[src/rtl/base64_stream_codec_macros.svh]
// ----------------------------------------------------------------------------
// base64_stream_codec_macros: assertion helpers
// Concurrent assertion macros for the codec; empty when synthesizing.
// ----------------------------------------------------------------------------
`ifndef BASE64_STREAM_CODEC_MACROS_SVH
`define BASE64_STREAM_CODEC_MACROS_SVH

`ifndef SYNTHESIS

// property must hold at every clock edge out of reset
`define B64SC_ASSERT(lbl, clk, rst_n, prop) \
  lbl: assert property (@(posedge clk) disable iff (!rst_n) (prop)) \
    else $error("b64sc assertion failed");

// condition must never be true out of reset
`define B64SC_ASSERT_NEVER(lbl, clk, rst_n, cond) \
  lbl: assert property (@(posedge clk) disable iff (!rst_n) !(cond)) \
    else $error("b64sc forbidden condition");

`else

`define B64SC_ASSERT(lbl, clk, rst_n, prop)
`define B64SC_ASSERT_NEVER(lbl, clk, rst_n, cond)

`endif

`endif

[src/rtl/b64sc_pkg.sv]
// ----------------------------------------------------------------------------
// b64sc_pkg: shared types and alphabet functions
// Job word passed from front to back, queue status and the symbol maps.
// ----------------------------------------------------------------------------
`timescale 1ns / 1ps

package b64sc_pkg;

  localparam logic [7:0] PadChar   = 8'd61;  // '='
  localparam logic [7:0] SpaceChar = 8'd32;  // ' '
  localparam logic [7:0] PlusChar  = 8'd43;  // '+'
  localparam logic [7:0] SlashChar = 8'd47;  // '/'

  // one completed group, aligned to the top of the 24-bit word
  typedef struct packed {
    logic        mode;   // 1: decode job
    logic [23:0] bits;
    logic [1:0]  k;      // encode: index of last real symbol
    logic        last;
    logic        bad;
  } job_t;

  typedef struct packed {
    logic full;
    logic empty;
  } fifo_stat_t;

  typedef struct packed {
    logic       ok;
    logic [5:0] val;
  } sym_val_t;

  // 6-bit value to alphabet character
  function automatic logic [7:0] sym_of(input logic [5:0] v);
    logic [7:0] w;
    w = {2'b00, v};
    if (v < 6'd26)      return w + 8'd65;
    else if (v < 6'd52) return w + 8'd71;
    else if (v < 6'd62) return w - 8'd4;
    else if (v == 6'd62) return PlusChar;
    else                return SlashChar;
  endfunction

  // alphabet character to 6-bit value, pad counts as zero
  function automatic sym_val_t val_of(input logic [7:0] c);
    sym_val_t r;
    r.ok  = 1'b1;
    r.val = 6'd0;
    if (c >= 8'd65 && c <= 8'd90)       r.val = 6'(c - 8'd65);
    else if (c >= 8'd97 && c <= 8'd122) r.val = 6'(c - 8'd71);
    else if (c >= 8'd48 && c <= 8'd57)  r.val = 6'(c + 8'd4);
    else if (c == PlusChar)             r.val = 6'd62;
    else if (c == SlashChar)            r.val = 6'd63;
    else if (c == PadChar)              r.val = 6'd0;
    else                                r.ok  = 1'b0;
    return r;
  endfunction

endpackage

[src/rtl/b64sc_front.sv]
// ----------------------------------------------------------------------------
// b64sc_front: group builder
// Holds the mode register, gathers words into groups and issues a job per
// completed or flushed group.
// ----------------------------------------------------------------------------
`timescale 1ns / 1ps

module b64sc_front import b64sc_pkg::*; (
  input  logic       clk_i,
  input  logic       rst_ni,
  input  logic       cfg_we_i,
  input  logic       decode_mode_i,
  input  logic       accept_i,
  input  logic [7:0] data_byte_i,
  input  logic       in_last_i,
  output logic       job_push_o,
  output job_t       job_o
);

  logic        mode_q;
  logic [23:0] bits_q;
  logic [1:0]  fill_q;
  logic        bad_q;

  logic [1:0]  fill_n;
  logic [23:0] enc_bits, dec_bits, enc_full, dec_full;
  sym_val_t    sv;
  logic        bad_n;
  logic        emit;

  // next group contents for both modes
  always_comb begin
    fill_n   = fill_q + 2'd1;
    enc_bits = {bits_q[15:0], data_byte_i};
    sv       = val_of(data_byte_i);
    dec_bits = {bits_q[17:0], sv.val};
    bad_n    = bad_q | ~sv.ok;
    unique case (fill_n)
      2'd1:    enc_full = {enc_bits[7:0], 16'd0};
      2'd2:    enc_full = {enc_bits[15:0], 8'd0};
      default: enc_full = enc_bits;
    endcase
    unique case (fill_n)
      2'd1: dec_full = {dec_bits[5:0], 18'd0};
      2'd2: dec_full = {dec_bits[11:0], 12'd0};
      2'd3: dec_full = {dec_bits[17:0], 6'd0};
      2'd0: dec_full = dec_bits;
    endcase
  end

  // group closes on a full group or a flush
  always_comb begin
    if (mode_q) begin
      emit = (fill_n == 2'd0) || in_last_i;
    end else begin
      emit = (fill_n == 2'd3) || in_last_i;
    end
    job_o.mode = mode_q;
    job_o.bits = mode_q ? dec_full : enc_full;
    job_o.k    = fill_n;
    job_o.last = in_last_i;
    job_o.bad  = mode_q & bad_n;
    job_push_o = accept_i & emit;
  end

  // mode register and group state
  always_ff @(posedge clk_i or negedge rst_ni) begin
    if (!rst_ni) begin
      mode_q <= 1'b0;
      bits_q <= '0;
      fill_q <= '0;
      bad_q  <= 1'b0;
    end else if (cfg_we_i) begin
      mode_q <= decode_mode_i;
      bits_q <= '0;
      fill_q <= '0;
      bad_q  <= 1'b0;
    end else if (accept_i) begin
      if (emit) begin
        bits_q <= '0;
        fill_q <= '0;
        bad_q  <= 1'b0;
      end else begin
        bits_q <= mode_q ? dec_bits : enc_bits;
        fill_q <= fill_n;
        bad_q  <= mode_q & bad_n;
      end
    end
  end

endmodule

[src/rtl/b64sc_job_fifo.sv]
// ----------------------------------------------------------------------------
// b64sc_job_fifo: two-entry job queue
// Decouples the group builder from the result serializer.
// ----------------------------------------------------------------------------
`timescale 1ns / 1ps

module b64sc_job_fifo import b64sc_pkg::*; (
  input  logic       clk_i,
  input  logic       rst_ni,
  input  logic       push_i,
  input  job_t       job_i,
  input  logic       pop_i,
  output job_t       job_o,
  output fifo_stat_t stat_o
);

  job_t       mem_q [2];
  logic       wr_q, rd_q;
  logic [1:0] cnt_q;

  assign stat_o.full  = (cnt_q == 2'd2);
  assign stat_o.empty = (cnt_q == 2'd0);
  assign job_o        = mem_q[rd_q];

  // entry storage
  always_ff @(posedge clk_i) begin
    if (push_i) begin
      mem_q[wr_q] <= job_i;
    end
  end

  // pointers and fill count
  always_ff @(posedge clk_i or negedge rst_ni) begin
    if (!rst_ni) begin
      wr_q  <= 1'b0;
      rd_q  <= 1'b0;
      cnt_q <= 2'd0;
    end else begin
      if (push_i) wr_q <= ~wr_q;
      if (pop_i)  rd_q <= ~rd_q;
      if (push_i && !pop_i)      cnt_q <= cnt_q + 2'd1;
      else if (pop_i && !push_i) cnt_q <= cnt_q - 2'd1;
    end
  end

endmodule

[src/rtl/b64sc_back.sv]
// ----------------------------------------------------------------------------
// b64sc_back: result serializer
// Expands each job into three or four words and writes them into the output
// register, one per cycle while that register is popped or empty.
// ----------------------------------------------------------------------------
`timescale 1ns / 1ps

module b64sc_back import b64sc_pkg::*; (
  input  logic       clk_i,
  input  logic       rst_ni,
  input  job_t       job_i,
  input  fifo_stat_t stat_i,
  output logic       job_pop_o,
  input  logic       pop_i,
  output logic       empty_o,
  output logic [7:0] out_byte_o,
  output logic       out_last_o,
  output logic       bad_symbol_o
);

  logic [1:0] idx_q;
  logic       valid_q;
  logic [7:0] byte_q;
  logic       last_q, bad_q;

  logic       load;
  logic       end_idx;
  logic [5:0] six;
  logic [7:0] dbyte, res_byte;

  // select the result word for the current index
  always_comb begin
    unique case (idx_q)
      2'd0: six = job_i.bits[23:18];
      2'd1: six = job_i.bits[17:12];
      2'd2: six = job_i.bits[11:6];
      2'd3: six = job_i.bits[5:0];
    endcase
    unique case (idx_q)
      2'd0:    dbyte = job_i.bits[23:16];
      2'd1:    dbyte = job_i.bits[15:8];
      default: dbyte = job_i.bits[7:0];
    endcase
    if (job_i.mode) begin
      res_byte = (dbyte == 8'd0) ? SpaceChar : dbyte;
      end_idx  = (idx_q == 2'd2);
    end else begin
      res_byte = (idx_q <= job_i.k) ? sym_of(six) : PadChar;
      end_idx  = (idx_q == 2'd3);
    end
    load      = !stat_i.empty && (!valid_q || pop_i);
    job_pop_o = load && end_idx;
  end

  // word index within the job
  always_ff @(posedge clk_i or negedge rst_ni) begin
    if (!rst_ni) begin
      idx_q   <= 2'd0;
      valid_q <= 1'b0;
    end else begin
      if (load) idx_q <= end_idx ? 2'd0 : idx_q + 2'd1;
      if (load)       valid_q <= 1'b1;
      else if (pop_i) valid_q <= 1'b0;
    end
  end

  // output register payload
  always_ff @(posedge clk_i) begin
    if (load) begin
      byte_q <= res_byte;
      last_q <= job_i.last & end_idx;
      bad_q  <= job_i.bad;
    end
  end

  assign empty_o      = ~valid_q;
  assign out_byte_o   = byte_q;
  assign out_last_o   = last_q;
  assign bad_symbol_o = bad_q;

endmodule

[src/rtl/base64_stream_codec.sv]
// ----------------------------------------------------------------------------
// base64_stream_codec: streaming Base64 encoder / decoder
// Input words enter with push/full, results leave with empty/pop.
// ----------------------------------------------------------------------------
// Usage:
//   decode_mode is written on the cfg channel (cfg_valid_i, always ready)
//   while the block is idle; a write drops any partial group.
//   Encode: every third byte, or a byte with in_last_i, yields four symbols
//   ('=' for missing bytes). Decode: every fourth symbol, or one with
//   in_last_i, yields three bytes, zero bytes shown as space; bad_symbol_o
//   flags every byte of a group that held a non-alphabet symbol.
//   The word that closes a group is pushed into the job queue as it is
//   accepted; the serializer then moves the group's results from the queue
//   head into the output register, one result per cycle while pop keeps up.
//   Input is taken every cycle while the two-entry job queue has room.
//   Sustained, decode takes one symbol per cycle; encode is held back by
//   the serializer, which writes four symbols for every three bytes.
//   Reset clears the mode (encode), the group and all queues.
//   When pop is held low the output register holds, the job queue fills
//   and full is raised; nothing is lost.
// ----------------------------------------------------------------------------
`timescale 1ns / 1ps
`include "base64_stream_codec_macros.svh"

module base64_stream_codec import b64sc_pkg::*; (
  input  logic       clk_i,
  input  logic       rst_ni,
  input  logic       cfg_valid_i,
  output logic       cfg_ready_o,
  input  logic       decode_mode_i,
  input  logic       push,
  output logic       full,
  input  logic [7:0] data_byte_i,
  input  logic       in_last_i,
  output logic       empty,
  input  logic       pop,
  output logic [7:0] out_byte_o,
  output logic       out_last_o,
  output logic       bad_symbol_o
);

  logic       accept;
  logic       job_push, job_pop;
  job_t       job_in, job_head;
  fifo_stat_t fstat;

  assign cfg_ready_o = 1'b1;
  assign full        = fstat.full;
  assign accept      = push & ~fstat.full;

  // group builder
  b64sc_front u_front (
    .clk_i         (clk_i),
    .rst_ni        (rst_ni),
    .cfg_we_i      (cfg_valid_i & cfg_ready_o),
    .decode_mode_i (decode_mode_i),
    .accept_i      (accept),
    .data_byte_i   (data_byte_i),
    .in_last_i     (in_last_i),
    .job_push_o    (job_push),
    .job_o         (job_in)
  );

  // job queue
  b64sc_job_fifo u_fifo (
    .clk_i  (clk_i),
    .rst_ni (rst_ni),
    .push_i (job_push),
    .job_i  (job_in),
    .pop_i  (job_pop),
    .job_o  (job_head),
    .stat_o (fstat)
  );

  // result serializer
  b64sc_back u_back (
    .clk_i        (clk_i),
    .rst_ni       (rst_ni),
    .job_i        (job_head),
    .stat_i       (fstat),
    .job_pop_o    (job_pop),
    .pop_i        (pop & ~empty),
    .empty_o      (empty),
    .out_byte_o   (out_byte_o),
    .out_last_o   (out_last_o),
    .bad_symbol_o (bad_symbol_o)
  );

  // queue status and job sanity
  `B64SC_ASSERT_NEVER(a_fifo_full_empty, clk_i, rst_ni, fstat.full && fstat.empty)
  `B64SC_ASSERT(a_pop_nonempty, clk_i, rst_ni, job_pop |-> !fstat.empty)
  `B64SC_ASSERT(a_enc_no_bad, clk_i, rst_ni, (job_push && !job_in.mode) |-> !job_in.bad)
  `B64SC_ASSERT(a_push_room, clk_i, rst_ni, (fstat.full && !job_pop) |=> !$rose(fstat.empty))

endmodule

[config.mk]
export PLATFORM = sky130hd
export DESIGN_NAME = base64_stream_codec
export DESIGN_NICKNAME = d
export VERILOG_FILES = /design/src/rtl/b64sc_pkg.sv /design/src/rtl/b64sc_front.sv /design/src/rtl/b64sc_job_fifo.sv /design/src/rtl/b64sc_back.sv /design/src/rtl/base64_stream_codec.sv
export VERILOG_INCLUDE_DIRS = /design/src /design/src/rtl
export SDC_FILE = /design/constraint.sdc
export NUM_CORES = 1
export LEC_CHECK = 0
export ABC_AREA = 1
export BUFFER_PORTS_ARGS = -buffer_cell sky130_fd_sc_hd__buf_4
export CORE_AREA = 2 2 140 142
export CTS_BUF_LIST = sky130_fd_sc_hd__clkbuf_4
export DETAILED_ROUTE_END_ITERATION = 10
export DIE_AREA = 0 0 142 144
export GPL_TIMING_DRIVEN = 0
export PLACE_DENSITY = 0.63
export SLEW_MARGIN = 20
export SYNTH_ARGS = -nofsm -noshare
export SYNTH_HDL_FRONTEND = slang
export SYNTH_HIERARCHICAL = 1
export SYNTH_SLANG_ARGS = --single-unit
[constraint.sdc]
create_clock -name clk_i -period 2.5 [get_ports clk_i]
set_input_delay 0.375 -clock clk_i [delete_from_list [all_inputs] [get_ports clk_i]]
set_output_delay 0.375 -clock clk_i [all_outputs]
set_load 0.005 [all_outputs]
==> flow_summary_export.csv <==
group,metric,value,unit
die,dieArea,20400,µm²
setup_path,timing.rr.start,"u_fifo/rd_q",
sta,setup_violations,0,
cells_and_area,drive_gt1_share,20.2,%
global_routing,use_met2,27.0,%
yosys,yosysSeqAreaShare,42.4,%
placed_design,place_inst,1022,
yosys,synth_fa_ha_area_share,4.41,%
yosys,synth-compound-area-share,12.0,%
setup_path,r2r_cells,12,
sta,slew_headroom,50.7,%
yosys,syn_nets,796,
power,ir_worst_vdd,0.360,mV
setup_path,path_max_fanout,10,
worst_hold_path,min_to,"u_front/mode_q",
clock_network,cts_num_sinks,97,
global_routing,grt_pass1_vias,5000,
routing,drcViolationCount,0,
clock_network,clockBufferDepth,2,
global_routing,antenna_found_initial,0,
sta,fin_skew,0.0159,ns
clock_network,clock_latency,0.45,ns
die,num_rows,51,
sta,post-route-period-util,95.2,%
yosys,syn_inst,758,
global_routing,use_met1,21.5,%
routing,ant_nets,0,
cells_and_area,nets,834,
sta,fmax,420,MHz
global_routing,grt_pass1_wl,26200,µm
yosys,synthSimpleGateAreaFrac,24.6,%
setup_path,reg2reg_slack,0.12,ns
worst_hold_path,holdCritPathClass,"in -> reg",
yosys,synth_top_family_by_area,"simple AND/OR/NAND/NOR gates",
global_routing,grt_start_max_net_pins,30,
cells_and_area,n_antenna_cell,0,
power,powerDensity,977,nW/µm²
cells_and_area,finalNonFillerCells,1039,
clock_network,clockRootBuffer,"clkbuf_4",
worst_hold_path,whs_path_depth,3,
die,ioPinCount,28,
global_routing,overflow,0,
die,die_y,144,µm
sta,hold_viol,0,
cells_and_area,fill_cells,1939,
yosys,ys_warn_count,6,
yosys,synth_flop_cell,"edfxtp_1",
global_routing,busiest_layer,"met2",
yosys,syn_area,6520,µm²
setup_path,crit_arrival,2.60,ns
placed_design,portBuffers,25,
setup_path,cp_data_required_time,2.72,ns
routing,dr.pass1.iters,5,
sta,period_minus_slack,2.38,ns
routing,post_drt_wl_per_cell,15.5,µm
yosys,synth_edf_count,68,
worst_hold_path,min-delay-start,"decode_mode_i",
setup_path,critPathCaptureType,"register",
yosys,synthDistinctLibCells,51,
yosys,synth_xor_area_share,1.34,%
outcome,outcome,"finished clean",
cells_and_area,final_util,37.9,%
setup_path,r2r-end,"u_back/out_byte_o[4]",
die,fp.dieW,142,µm
placed_design,dp_hpwl,12600,µm
cells_and_area,final_cell_mix,"nand2_1, inv_1, edfxtp_1",
sta,holdWs,0.139,ns
placed_design,place_congestion,0.973,
routing,viasPerCell,5.11,
power,p_leak,3.15,nW
sta,rsz0062_at_grt,"yes",
routing,first_iter_violations,450,
yosys,synthMuxAreaShare,6.83,%
yosys,ys_seq_elements,97,
global_routing,grt_usage,16.5,%
job,cap_violations,0,
clock_network,tritoncts,"done",
clock_network,htreeDepth,3,
yosys,synth_area_per_cell,8.60,µm²
die,start_util,34.2,%
clock_network,clk_pin_slew,0.14,ns
routing,routed_wl,16100,µm
setup_path,path_class,"reg -> reg",
sta,drv_slew,0,
setup_path,cp-start-kind,"register",
yosys,synthArstFlopShare,29.9,%
global_routing,met3_usage,3.41,%
die,core,19100,µm²
cells_and_area,area_delta_synth_final,11.0,%
sta,tightest_slew,0.737,ns
cells_and_area,final_common_cell,"nand2_1",
routing,dr_total_vias,5305,
clock_network,cts_made_buffers,9,
-- stage by stage --
| step | worst slack, ns | setup TNS (ns) | area (µm²) | power (mW) |
|---|---|---|---|---|
| final | 0.121 | 0 | 7240 | 7.07 |
| after global routing | -0.00480 | -0.00480 | 7240 | 7.69 |
| after CTS | 0.00178 | 0 | 7210 | 7.09 |
| after detailed placement | -0.0494 | -0.140 | 7040 | 6.16 |
| after global placement | -0.409 | -15.51 | 7010 | 6.10 |
| after floorplan | 0.213 | 0 | 6520 | 5.19 |
-- sequential cells by signal (all words and copies together) (netlist names) --
signal,flops
u_front/fill_q,2
u_fifo/rd_q,1
u_front/mode_q,1
u_fifo/mem_q,58
u_back/idx_q,2
u_fifo/cnt_q,2
u_back/valid_q,1
u_back/bad_symbol_o,1
u_back/out_byte_o,8
u_front/bits_q,18
u_back/out_last_o,1
u_fifo/wr_q,1
u_front/bad_q,1
-- critical path, cell delays in order, from the launching register on --
cell	delay, ns
dfrtp_2	0.47
buf_8	0.17
mux2_4	0.30
nand2_1	0.10
nand2_1	0.11
o21bai_4	0.19
ha_1	0.21
nand3_1	0.11
nand2_1	0.09
xor2_1	0.18
nor2_1	0.06
nor2_1	0.11
nor2_1	0.05
-- worst max-delay path by stage --
stage | from | to | slack [ns] | cells after the start
after floorplan | u_front/fill_q[0] | u_fifo/mem_q[0][0] | 0.21 | 6
after global placement | u_front/fill_q[0] | u_fifo/mem_q[0][6] | -0.41 | 6
after detailed placement | data_byte_i[3] | u_fifo/mem_q[1][27] | -0.05 | 15
after CTS | u_back/idx_q[0] | u_back/out_byte_o[4] | 0.002 | 13
after global routing | u_fifo/rd_q | u_back/out_byte_o[2] | -0.005 | 17
final | u_fifo/rd_q | u_back/out_byte_o[4] | 0.12 | 12
-- where the power goes --
part           total (mW)  leakage, nW  switching, mW  internal, mW
clock               0.912       0.0839          0.507         0.406
sequential           2.26         1.02          0.132          2.12
combinational        3.90         2.05           2.37          1.54
total                7.07         3.15           3.00          4.07
-- kinds of logic (layout without fill, tap and decap cells) --
| logic type | Yosys count | count (layout) |
|---|---|---|
| AO/OA/AOI/OAI | 120 | 120 |
| XOR/XNOR | 10 | 10 |
| adder cells (fa/ha/maj) | 23 | 23 |
| buffers and inverters | 121 | 164 |
| flip-flops | 97 | 97 |
| multiplexers | 30 | 30 |
| other | 1 | 1 |
| AND/OR/NAND/NOR | 356 | 356 |
-- cells in the mapped netlist (all sizes together) (3+ instances only) --
cell | count | share of area (%)
nor2 | 69 | 5.0
o22ai | 23 | 2.2
a21oi | 30 | 2.6
nand3 | 59 | 4.7
o2111ai | 3 | 0.40
nand2 | 218 | 14
a221oi | 3 | 0.40
buf | 19 | 2.4
o21ai | 39 | 3.5
dfrtp | 29 | 11
xor2 | 8 | 1.1
inv | 90 | 5.2
ha | 23 | 4.4
o221ai | 4 | 0.54
o211ai | 4 | 0.46
nand4 | 5 | 0.48
a22o | 4 | 0.54
nor3 | 4 | 0.48
o21bai | 3 | 0.58
clkbuf | 10 | 0.59
mux2 | 29 | 6.7
edfxtp | 68 | 31
-- layout make-up --
cell class                      count  area (µm²)  area share, %
Clock inverter                      7        93.8           1.30
Timing Repair Buffer               28         225           3.11
Multi-Input combinational cell    540        3240           44.8
Buffer                             28         199           2.75
Clock buffer                        9        67.6          0.934
Inverter                           92         345           4.77
Tap cell                          238         298           4.12
Sequential cell                    97        2770           38.3
-- timing repair --
action,in CTS,in global routing
gates resized for setup,0,9
buffers inserted,0,1
hold endpoints to repair,29,0
endpoints found under the setup margin,0,9
hold buffers,1,0
-- per-layer routing --
metal / share of wire, % / wire (µm) / vias up
met3: 5.0 / 813 / 34
met4: 3.5 / 570 / 0
met2: 46 / 7470 / 190
met1: 45 / 7290 / 2460
met5: 0 / 0 / -
li1: - / - / 2621
(Power assumes the default switching activity.)
